### src/fdwc_pkg.sv
`timescale 1ns / 1ps

package fdwc_pkg;

  localparam int BYTE_W = 8;
  localparam int CRC_W  = 16;
  localparam int SEQ_W  = 3;   // result index within one item, up to six results

  localparam logic [CRC_W-1:0] CRC_PRESET_MFM = 16'hCDB4;
  localparam logic [CRC_W-1:0] CRC_PRESET_FM  = 16'hFFFF;
  localparam logic [CRC_W-1:0] CRC_POLY       = 16'h1021;

  // APB register map
  localparam int                ADDR_W         = 3;
  localparam logic              REG_DENSITY    = 1'b0;
  localparam logic              REG_DOUBLING   = 1'b1;

  // Byte group within one item's results
  localparam logic [1:0] GRP_DATA   = 2'd0;
  localparam logic [1:0] GRP_CRC_HI = 2'd1;
  localparam logic [1:0] GRP_CRC_LO = 2'd2;

  typedef struct packed {
    logic [BYTE_W-1:0] data_byte;
    logic [CRC_W-1:0]  crc;
    logic              last;
    logic              dbl;
  } item_t;

  // MSB-first CRC-16 update over one byte
  function automatic logic [CRC_W-1:0] crc_add_byte(input logic [CRC_W-1:0] crc,
                                                    input logic [BYTE_W-1:0] b);
    logic [CRC_W-1:0]  c;
    logic [BYTE_W-1:0] d;
    logic              fb;
    c = crc;
    d = b;
    for (int i = 0; i < BYTE_W; i++) begin
      fb = c[CRC_W-1] ^ d[BYTE_W-1];
      c  = {c[CRC_W-2:0], 1'b0};
      if (fb) begin
        c = c ^ CRC_POLY;
      end
      d = {d[BYTE_W-2:0], 1'b0};
    end
    return c;
  endfunction

endpackage

### src/fdwc_if.sv
`timescale 1ns / 1ps

interface fdwc_in_if;
  logic       valid;
  logic       ready;
  logic [7:0] data_byte;
  logic       first_of_field;
  logic       last_of_field;

  modport source (output valid, data_byte, first_of_field, last_of_field, input ready);
  modport sink (input valid, data_byte, first_of_field, last_of_field, output ready);
endinterface

interface fdwc_out_if;
  logic       valid;
  logic       ready;
  logic [7:0] track_byte;
  logic       is_crc_byte;
  logic       end_of_run;

  modport source (output valid, track_byte, is_crc_byte, end_of_run, input ready);
  modport sink (input valid, track_byte, is_crc_byte, end_of_run, output ready);
endinterface

### src/fdwc_cfg.sv
`timescale 1ns / 1ps

module fdwc_cfg (
  input  logic                       clk,
  input  logic                       rst,
  input  logic                       psel,
  input  logic                       penable,
  input  logic                       pwrite,
  input  logic [fdwc_pkg::ADDR_W-1:0] paddr,
  input  logic [31:0]                pwdata,
  output logic [31:0]                prdata,
  output logic                       pready,
  output logic                       double_density,
  output logic                       byte_doubling
);
  import fdwc_pkg::*;

  logic wr_en;

  assign pready = 1'b1;
  assign wr_en  = psel & penable & pwrite;

  always_ff @(posedge clk) begin
    if (rst) begin
      double_density <= 1'b0;
      byte_doubling  <= 1'b0;
    end else if (wr_en) begin
      if (paddr[2] == REG_DENSITY) begin
        double_density <= pwdata[0];
      end
      if (paddr[2] == REG_DOUBLING) begin
        byte_doubling <= pwdata[0];
      end
    end
  end

  always_comb begin
    prdata = '0;
    if (paddr[2] == REG_DENSITY) begin
      prdata[0] = double_density;
    end else begin
      prdata[0] = byte_doubling;
    end
  end

endmodule

### src/fdwc_crc_unit.sv
`timescale 1ns / 1ps

module fdwc_crc_unit (
  input  logic                        clk,
  input  logic                        rst,
  input  logic                        accept,
  input  logic [fdwc_pkg::BYTE_W-1:0] data_byte,
  input  logic                        first,
  input  logic                        double_density,
  output logic [fdwc_pkg::CRC_W-1:0]  crc_next
);
  import fdwc_pkg::*;

  logic [CRC_W-1:0] crc_value;
  logic [CRC_W-1:0] crc_base;

  // restart from the preset on a mark byte
  assign crc_base = first ? (double_density ? CRC_PRESET_MFM : CRC_PRESET_FM) : crc_value;
  assign crc_next = crc_add_byte(crc_base, data_byte);

  always_ff @(posedge clk) begin
    if (rst) begin
      crc_value <= CRC_PRESET_FM;
    end else if (accept) begin
      crc_value <= crc_next;
    end
  end

endmodule

### src/fdwc_emitter.sv
`timescale 1ns / 1ps

module fdwc_emitter (
  input  logic                        clk,
  input  logic                        rst,
  input  logic                        accept,
  input  fdwc_pkg::item_t             item,
  output logic                        item_ready,
  output logic                        out_valid,
  input  logic                        out_ready,
  output logic [fdwc_pkg::BYTE_W-1:0] out_byte,
  output logic                        out_crc,
  output logic                        out_end
);
  import fdwc_pkg::*;

  item_t            hold;
  logic             hold_valid;
  logic [SEQ_W-1:0] seq;
  logic [SEQ_W-1:0] res_count;
  logic [1:0]       grp;
  logic             res_end;
  logic             load;
  logic [BYTE_W-1:0] res_byte;

  always_comb begin
    case ({hold.last, hold.dbl})
      2'b00:   res_count = SEQ_W'(1);
      2'b01:   res_count = SEQ_W'(2);
      2'b10:   res_count = SEQ_W'(3);
      default: res_count = SEQ_W'(6);
    endcase
  end

  assign grp     = hold.dbl ? seq[2:1] : seq[1:0];
  assign res_end = (seq == res_count - SEQ_W'(1));
  assign load    = hold_valid & (~out_valid | out_ready);

  // take the next item as the current one sends its last result
  assign item_ready = ~hold_valid | (load & res_end);

  always_comb begin
    case (grp)
      GRP_DATA:   res_byte = hold.data_byte;
      GRP_CRC_HI: res_byte = hold.crc[CRC_W-1:BYTE_W];
      GRP_CRC_LO: res_byte = hold.crc[BYTE_W-1:0];
      default:    res_byte = hold.data_byte;
    endcase
  end

  always_ff @(posedge clk) begin
    if (rst) begin
      hold_valid <= 1'b0;
      seq        <= '0;
    end else if (accept) begin
      hold_valid <= 1'b1;
      seq        <= '0;
    end else if (load) begin
      if (res_end) begin
        hold_valid <= 1'b0;
        seq        <= '0;
      end else begin
        seq <= seq + SEQ_W'(1);
      end
    end
  end

  always_ff @(posedge clk) begin
    if (accept) begin
      hold <= item;
    end
  end

  always_ff @(posedge clk) begin
    if (rst) begin
      out_valid <= 1'b0;
    end else if (load) begin
      out_valid <= 1'b1;
    end else if (out_ready) begin
      out_valid <= 1'b0;
    end
  end

  always_ff @(posedge clk) begin
    if (load) begin
      out_byte <= res_byte;
      out_crc  <= (grp != GRP_DATA);
      out_end  <= res_end;
    end
  end

  a_seq_range: assert property (@(posedge clk) disable iff (rst)
    hold_valid |-> (seq < res_count))
    else $error("result index beyond item result count");

  a_crc_only_last: assert property (@(posedge clk) disable iff (rst)
    (load && !hold.last) |=> !out_crc)
    else $error("CRC byte sent for an item without last mark");

  a_accept_starts: assert property (@(posedge clk) disable iff (rst)
    accept |=> (hold_valid && seq == '0))
    else $error("accepted item not held at result zero");

  a_no_overrun: assert property (@(posedge clk) disable iff (rst)
    (hold_valid && !(load && res_end)) |-> !item_ready)
    else $error("ready raised while an item is still pending");

endmodule

### src/floppy_data_field_writer_crc.sv
`timescale 1ns / 1ps

// Floppy sector data field writer. Feed the data address mark byte with
// first_of_field set, then the sector bytes, with last_of_field on the final
// one. Each item comes out as one track byte, or two with byte_doubling set,
// and the last item is followed by the CRC-16 high and low bytes (doubled
// likewise), with end_of_run on the final result of each item. The CRC
// (poly 0x1021, MSB first) restarts on a mark from 0xCDB4 when
// double_density is set, else 0xFFFF. An item gives 1 or 2 results for a
// data byte and 3 or 6 for the last one; the output register sends one byte a
// cycle while out_ready is high. The CRC update of a byte is done as it is
// taken in, so a new item is accepted while the previous one's final result
// goes out.
module floppy_data_field_writer_crc (
  input  logic                        clk,
  input  logic                        rst,
  fdwc_in_if.sink                     in_item,
  fdwc_out_if.source                  out_item,
  input  logic                        psel,
  input  logic                        penable,
  input  logic                        pwrite,
  input  logic [fdwc_pkg::ADDR_W-1:0] paddr,
  input  logic [31:0]                 pwdata,
  output logic [31:0]                 prdata,
  output logic                        pready
);
  import fdwc_pkg::*;

  logic             double_density;
  logic             byte_doubling;
  logic             accept;
  logic             item_ready;
  logic [CRC_W-1:0] crc_next;
  item_t            item;

  assign in_item.ready = item_ready;
  assign accept        = in_item.valid & item_ready;

  fdwc_cfg u_cfg (
    .clk            (clk),
    .rst            (rst),
    .psel           (psel),
    .penable        (penable),
    .pwrite         (pwrite),
    .paddr          (paddr),
    .pwdata         (pwdata),
    .prdata         (prdata),
    .pready         (pready),
    .double_density (double_density),
    .byte_doubling  (byte_doubling)
  );

  fdwc_crc_unit u_crc (
    .clk            (clk),
    .rst            (rst),
    .accept         (accept),
    .data_byte      (in_item.data_byte),
    .first          (in_item.first_of_field),
    .double_density (double_density),
    .crc_next       (crc_next)
  );

  always_comb begin
    item.data_byte = in_item.data_byte;
    item.crc       = crc_next;
    item.last      = in_item.last_of_field;
    item.dbl       = byte_doubling;
  end

  fdwc_emitter u_emit (
    .clk        (clk),
    .rst        (rst),
    .accept     (accept),
    .item       (item),
    .item_ready (item_ready),
    .out_valid  (out_item.valid),
    .out_ready  (out_item.ready),
    .out_byte   (out_item.track_byte),
    .out_crc    (out_item.is_crc_byte),
    .out_end    (out_item.end_of_run)
  );

endmodule

### src/flat_wrapper.sv
// flat-port wrapper written by rule: the top's interface ports become plain ports
module floppy_data_field_writer_crc_flat import fdwc_pkg::*;
  (clk, rst, psel, penable, pwrite, paddr, pwdata, prdata, pready, in_item_valid, in_item_data_byte, in_item_first_of_field, in_item_last_of_field, in_item_ready, out_item_valid, out_item_track_byte, out_item_is_crc_byte, out_item_end_of_run, out_item_ready);
  fdwc_in_if in_item_i ();
  fdwc_out_if out_item_i ();
  input  logic clk;
  input  logic rst;
  input  logic psel;
  input  logic penable;
  input  logic pwrite;
  input  logic [fdwc_pkg::ADDR_W-1:0] paddr;
  input  logic [31:0] pwdata;
  output logic [31:0] prdata;
  output logic pready;
  input wire logic [$bits(in_item_i.valid)-1:0] in_item_valid;
  input wire logic [$bits(in_item_i.data_byte)-1:0] in_item_data_byte;
  input wire logic [$bits(in_item_i.first_of_field)-1:0] in_item_first_of_field;
  input wire logic [$bits(in_item_i.last_of_field)-1:0] in_item_last_of_field;
  output wire logic [$bits(in_item_i.ready)-1:0] in_item_ready;
  output wire logic [$bits(out_item_i.valid)-1:0] out_item_valid;
  output wire logic [$bits(out_item_i.track_byte)-1:0] out_item_track_byte;
  output wire logic [$bits(out_item_i.is_crc_byte)-1:0] out_item_is_crc_byte;
  output wire logic [$bits(out_item_i.end_of_run)-1:0] out_item_end_of_run;
  input wire logic [$bits(out_item_i.ready)-1:0] out_item_ready;
  assign in_item_i.valid = in_item_valid;
  assign in_item_i.data_byte = in_item_data_byte;
  assign in_item_i.first_of_field = in_item_first_of_field;
  assign in_item_i.last_of_field = in_item_last_of_field;
  assign in_item_ready = in_item_i.ready;
  assign out_item_valid = out_item_i.valid;
  assign out_item_track_byte = out_item_i.track_byte;
  assign out_item_is_crc_byte = out_item_i.is_crc_byte;
  assign out_item_end_of_run = out_item_i.end_of_run;
  assign out_item_i.ready = out_item_ready;
  floppy_data_field_writer_crc u_core (.clk(clk), .rst(rst), .in_item(in_item_i), .out_item(out_item_i), .psel(psel), .penable(penable), .pwrite(pwrite), .paddr(paddr), .pwdata(pwdata), .prdata(prdata), .pready(pready));
endmodule
### config.mk
export PLATFORM = sky130hd
export DESIGN_NAME = floppy_data_field_writer_crc_flat
export DESIGN_NICKNAME = d
export VERILOG_FILES = /design/src/fdwc_pkg.sv /design/src/fdwc_if.sv /design/src/fdwc_cfg.sv /design/src/fdwc_crc_unit.sv /design/src/fdwc_emitter.sv /design/src/floppy_data_field_writer_crc.sv /design/src/flat_wrapper.sv
export SDC_FILE = /design/constraint.sdc
export NUM_CORES = 1
export LEC_CHECK = 0
export BUFFER_PORTS_ARGS = -buffer_cell sky130_fd_sc_hd__buf_4
export CAP_MARGIN = 20
export CORE_MARGIN = 1
export CORE_UTILIZATION = 40
export DETAILED_ROUTE_END_ITERATION = 6
export PLACE_DENSITY = 0.68
export SLEW_MARGIN = 20
export SYNTH_ARGS = -nofsm -noshare
export SYNTH_HDL_FRONTEND = slang
export SYNTH_SLANG_ARGS = --single-unit
### constraint.sdc
create_clock -name clk -period 2.5 [get_ports clk]
set_input_delay 0.125 -clock clk [delete_from_list [all_inputs] [get_ports clk]]
set_output_delay 0.125 -clock clk [all_outputs]
set_load 0.01 [all_outputs]
==> results by group <==
Layout
  • Post-layout util: 0.4920
  • Fillers: 633
  • Layout cells sized above 1: 0.1973
  • Final net count: between 300 and 400
  • Ant diodes: 0
  • Final instance area: between 3000 and 4000 µm²
  • Final cell count without fillers: about 400
  • P&R area growth vs syn: 17.69%

Timing
  • Max Slew Vio Count: 0
  • Final Hold Vio Count: 0
  • Max Clk Rate: 449.9 MHz
  • Setup TNS: 0 ns
  • Final setup violation count: 0
  • RSZ-0062 raised after global routing: false
  • Final Worst Setup Slack: 0.2770 ns
  • Final min period: approximately 2.2 ns
  • Setup Skew: 0.005598 ns
  • Final Cycle Share: 0.8892

Synth
  • Largest area contributor in the netlist: edfxtp_1
  • Cell variety after synth: 38
  • Synth area leaders: edfxtp_1 (38%), dfxtp_1 (16%), buf_4 (8.4%)
  • Syn_area_per_cell: between 10 and 15 µm²
  • Synth warnings: 0
  • Cells after synthesis: roughly 250
  • Sequential area share after synthesis: 0.5368
  • Synth top area share: 0.3765
  • Mapped Area: 2872 µm²
  • Synth Register Bits: between 50 and 60

Global route
  • First-pass GRT wire length: between 8 and 9 mm
  • Vias in the first global route: around 1600
  • Initial antenna violation count: 0
  • Total global-route track usage: 0.1426
  • Largest net degree at the start of global routing: 26
  • GR Overflow Total: 0

Status
  • Outcome: complete, no violations

Clock network
  • TritonCTS clock tree: done
  • Longest Clk Path Bufs: 2
  • Clock Sink Count: 59
  • PostCTS Resize Cnt: 0
  • Clk_lat worst skew: approximately 0.34 ns
  • Clk slew on worst S/H paths: 0.07 ns
  • Max H-tree Level: 3
  • Total CTS buffers: 9
  • Post-CTS setup buffer count: 0
  • Root Driver: clkbuf_8

Setup path
  • Worst Setup SP: u_core.u_emit.hold[0]$_DFFE_PP_
  • Crit-path max FO: 25
  • Startpoint Class: flip-flop
  • Worst setup EP type: flip-flop
  • CP Class: flip-flop to flip-flop
  • Critical Path AT: ~2.3 ns
  • Critical path required time: about 2.6 ns
  • Crit Reg-Reg Startpoint: u_core.u_emit.hold[0]$_DFFE_PP_
  • Reg2reg setup slack: roughly 0.28 ns

Floorplanning
  • Core area: ~7000 µm²
  • Die X: 86.73 µm
  • Die ar.: around 7500 µm²
  • Row cnt: 30
  • Die Ht: roughly 87 µm
  • Starting Density: 0.4180
  • Ports: 97

Detailed routing
  • Vias/cell: approximately 4.6
  • Final WL: between 4 and 5 mm
  • Routed Antenna Nets: 0
  • Wire length on met2: around 2.3 mm
  • DR top layer: met4
  • Wl on met1: ~2.2 mm
  • DR iter-0 viols: 122
  • Metal3 WL: approximately 250 µm
  • Residual DRC: 0
  • Detailed-route wire length per cell: 12.21 µm
  • Routed via count: roughly 1800
  • Drt first pass iters: 4

Placed design
  • IO Port Bufs: 31
  • Routability cong.: between 0.7 and 0.8
  • Placed cell count: between 300 and 400
  • Placed cell areas: around 3100 µm²
  • Pre-CTS setup slack: approximately 0.27 ns
  • Post-DP HPWL: between 3 and 4 mm

Power
  • Worst vdd ir: around 0.3 mV
  • PwrDens: 807.9 nW/µm²
  • Leak: 1.308 nW

Min path
  • HP Start: in_item_data_byte[6]
  • Hold WC Path Type: input pin to flip-flop

Run
  • Max Cap Viol: 0
[worst paths after layout]
check / endpoint / cells after the start
max reg2reg: u_core.u_emit.hold[20]$_DFFE_PP_ / 6
min: u_core.u_emit.hold[24]$_DFFE_PP_ / 1
max: u_core.u_emit.hold[20]$_DFFE_PP_ / 6
min reg2reg: u_core.u_crc.crc_value[5]$_SDFFE_PP1P_ / 1
[registers in the layout (all words and copies together), names as in the netlist]
name and count:
u_core.u_cfg.byte_doubling 1, u_core.u_cfg.double_density 1, u_core.u_crc.crc_value 16, u_core.u_emit.hold 26, u_core.u_emit.hold_valid 1, u_core.u_emit.out_byte 8
u_core.u_emit.out_crc 1, u_core.u_emit.out_end 1, u_core.u_emit.out_valid 1, u_core.u_emit.seq 3
[cells in the mapped netlist]
cell type / count
edfxtp_1: 36
buf_4: 32
dfxtp_1: 23
nor2_1: 20
xnor2_1: 20
a21oi_1: 18
o22a_1: 16
inv_1: 9
xor2_1: 9
a22oi_1: 8
nand2_1: 8
clkbuf_1: 4
ha_1: 4
xnor2_2: 4
nand2b_1: 3
nand3_1: 3
nand4_1: 3
o21ai_0: 3
and2_1: 2
buf_6: 2
conb_1: 2
mux2i_1: 2
o21ai_1: 2
a211oi_2: 1
a31oi_1: 1
buf_2: 1
clkbuf_2: 1
inv_2: 1
mux2_2: 1
nand2b_4: 1
nand4b_1: 1
nor2_4: 1
nor2b_1: 1
nor4b_2: 1
o211ai_1: 1
o22ai_1: 1
o311a_2: 1
o31ai_2: 1
[layout by cell type (no fill, tap or decap), types with 9 or more instances in the layout]
master	count
xnor2_1	20
clkbuf_8	9
inv_1	9
dfxtp_1	23
o22a_1	16
xor2_1	9
buf_4	32
conb_1	32
a21oi_1	18
edfxtp_1	36
nor2_1	20
[cells by family (layout without fill, tap and decap cells)]
kind of cell	Yosys count	count (layout)	share of synthesized area
compound gates	53	53	0.1294
xor+xnor	33	33	0.1111
fa+ha+maj	4	4	0.01743
buf+inv	50	66	0.1133
flops	59	59	0.5368
mux	3	3	0.01089
other cells	2	32	0.002615
simple gates	44	44	0.07843
[power by group]
group	leakage (nW)	internal [mW]	switching, mW
Combinational	0.663	0.211	0.247
Sequential	0.533	1.18	0.0607
Clock	0.111	0.659	0.372
[per-layer routing]
| layer | global-route usage | vias up |
|---|---|---|
| li1 | - | 893 |
| met1 | 0.1810 | 818 |
| met2 | 0.2229 | 64 |
| met3 | 0.04000 | 12 |
| met4 | 0.07273 | 0 |
| met5 | 0 | - |
[worst max-delay path: stages (launching register included)]
cell	delay [ns]
edfxtp_1	0.48
nand2b_4	0.19
nor4b_2	0.39
a21oi_1	0.19
o21ai_1	0.24
and2_1	0.24
buf_12	0.20
[timing repair]
item	in CTS	in global routing
hold buffers	7	0
setup endpoints to repair	0	0
endpoints found under the hold margin	10	0
[metrics by stage]
| stage | hold WS [ns] | total power [mW] |
|---|---|---|
| 3_5_place_dp | 0.3046 | 1.715 |
| 6_report | 0.01687 | 2.730 |
| 2_1_floorplan | 0.2239 | 1.617 |
| 5_1_grt | 0.003691 | 2.861 |
| 4_1_cts | 0.004861 | 2.758 |
| 3_3_place_gp | 0.3043 | 1.700 |
[area by class of cell]
cell class	count	area, µm²	share of cell area
inverter	10	37.54	0.01111
multi-input combinational	169	1117	0.3306
tap	96	120.1	0.03554
clock inverter	5	101.3	0.02999
timing repair buffer	40	330.3	0.09774
sequential	59	1541	0.4561
clock buffer	11	131.4	0.03887
Power figures use the tool's default switching activity.
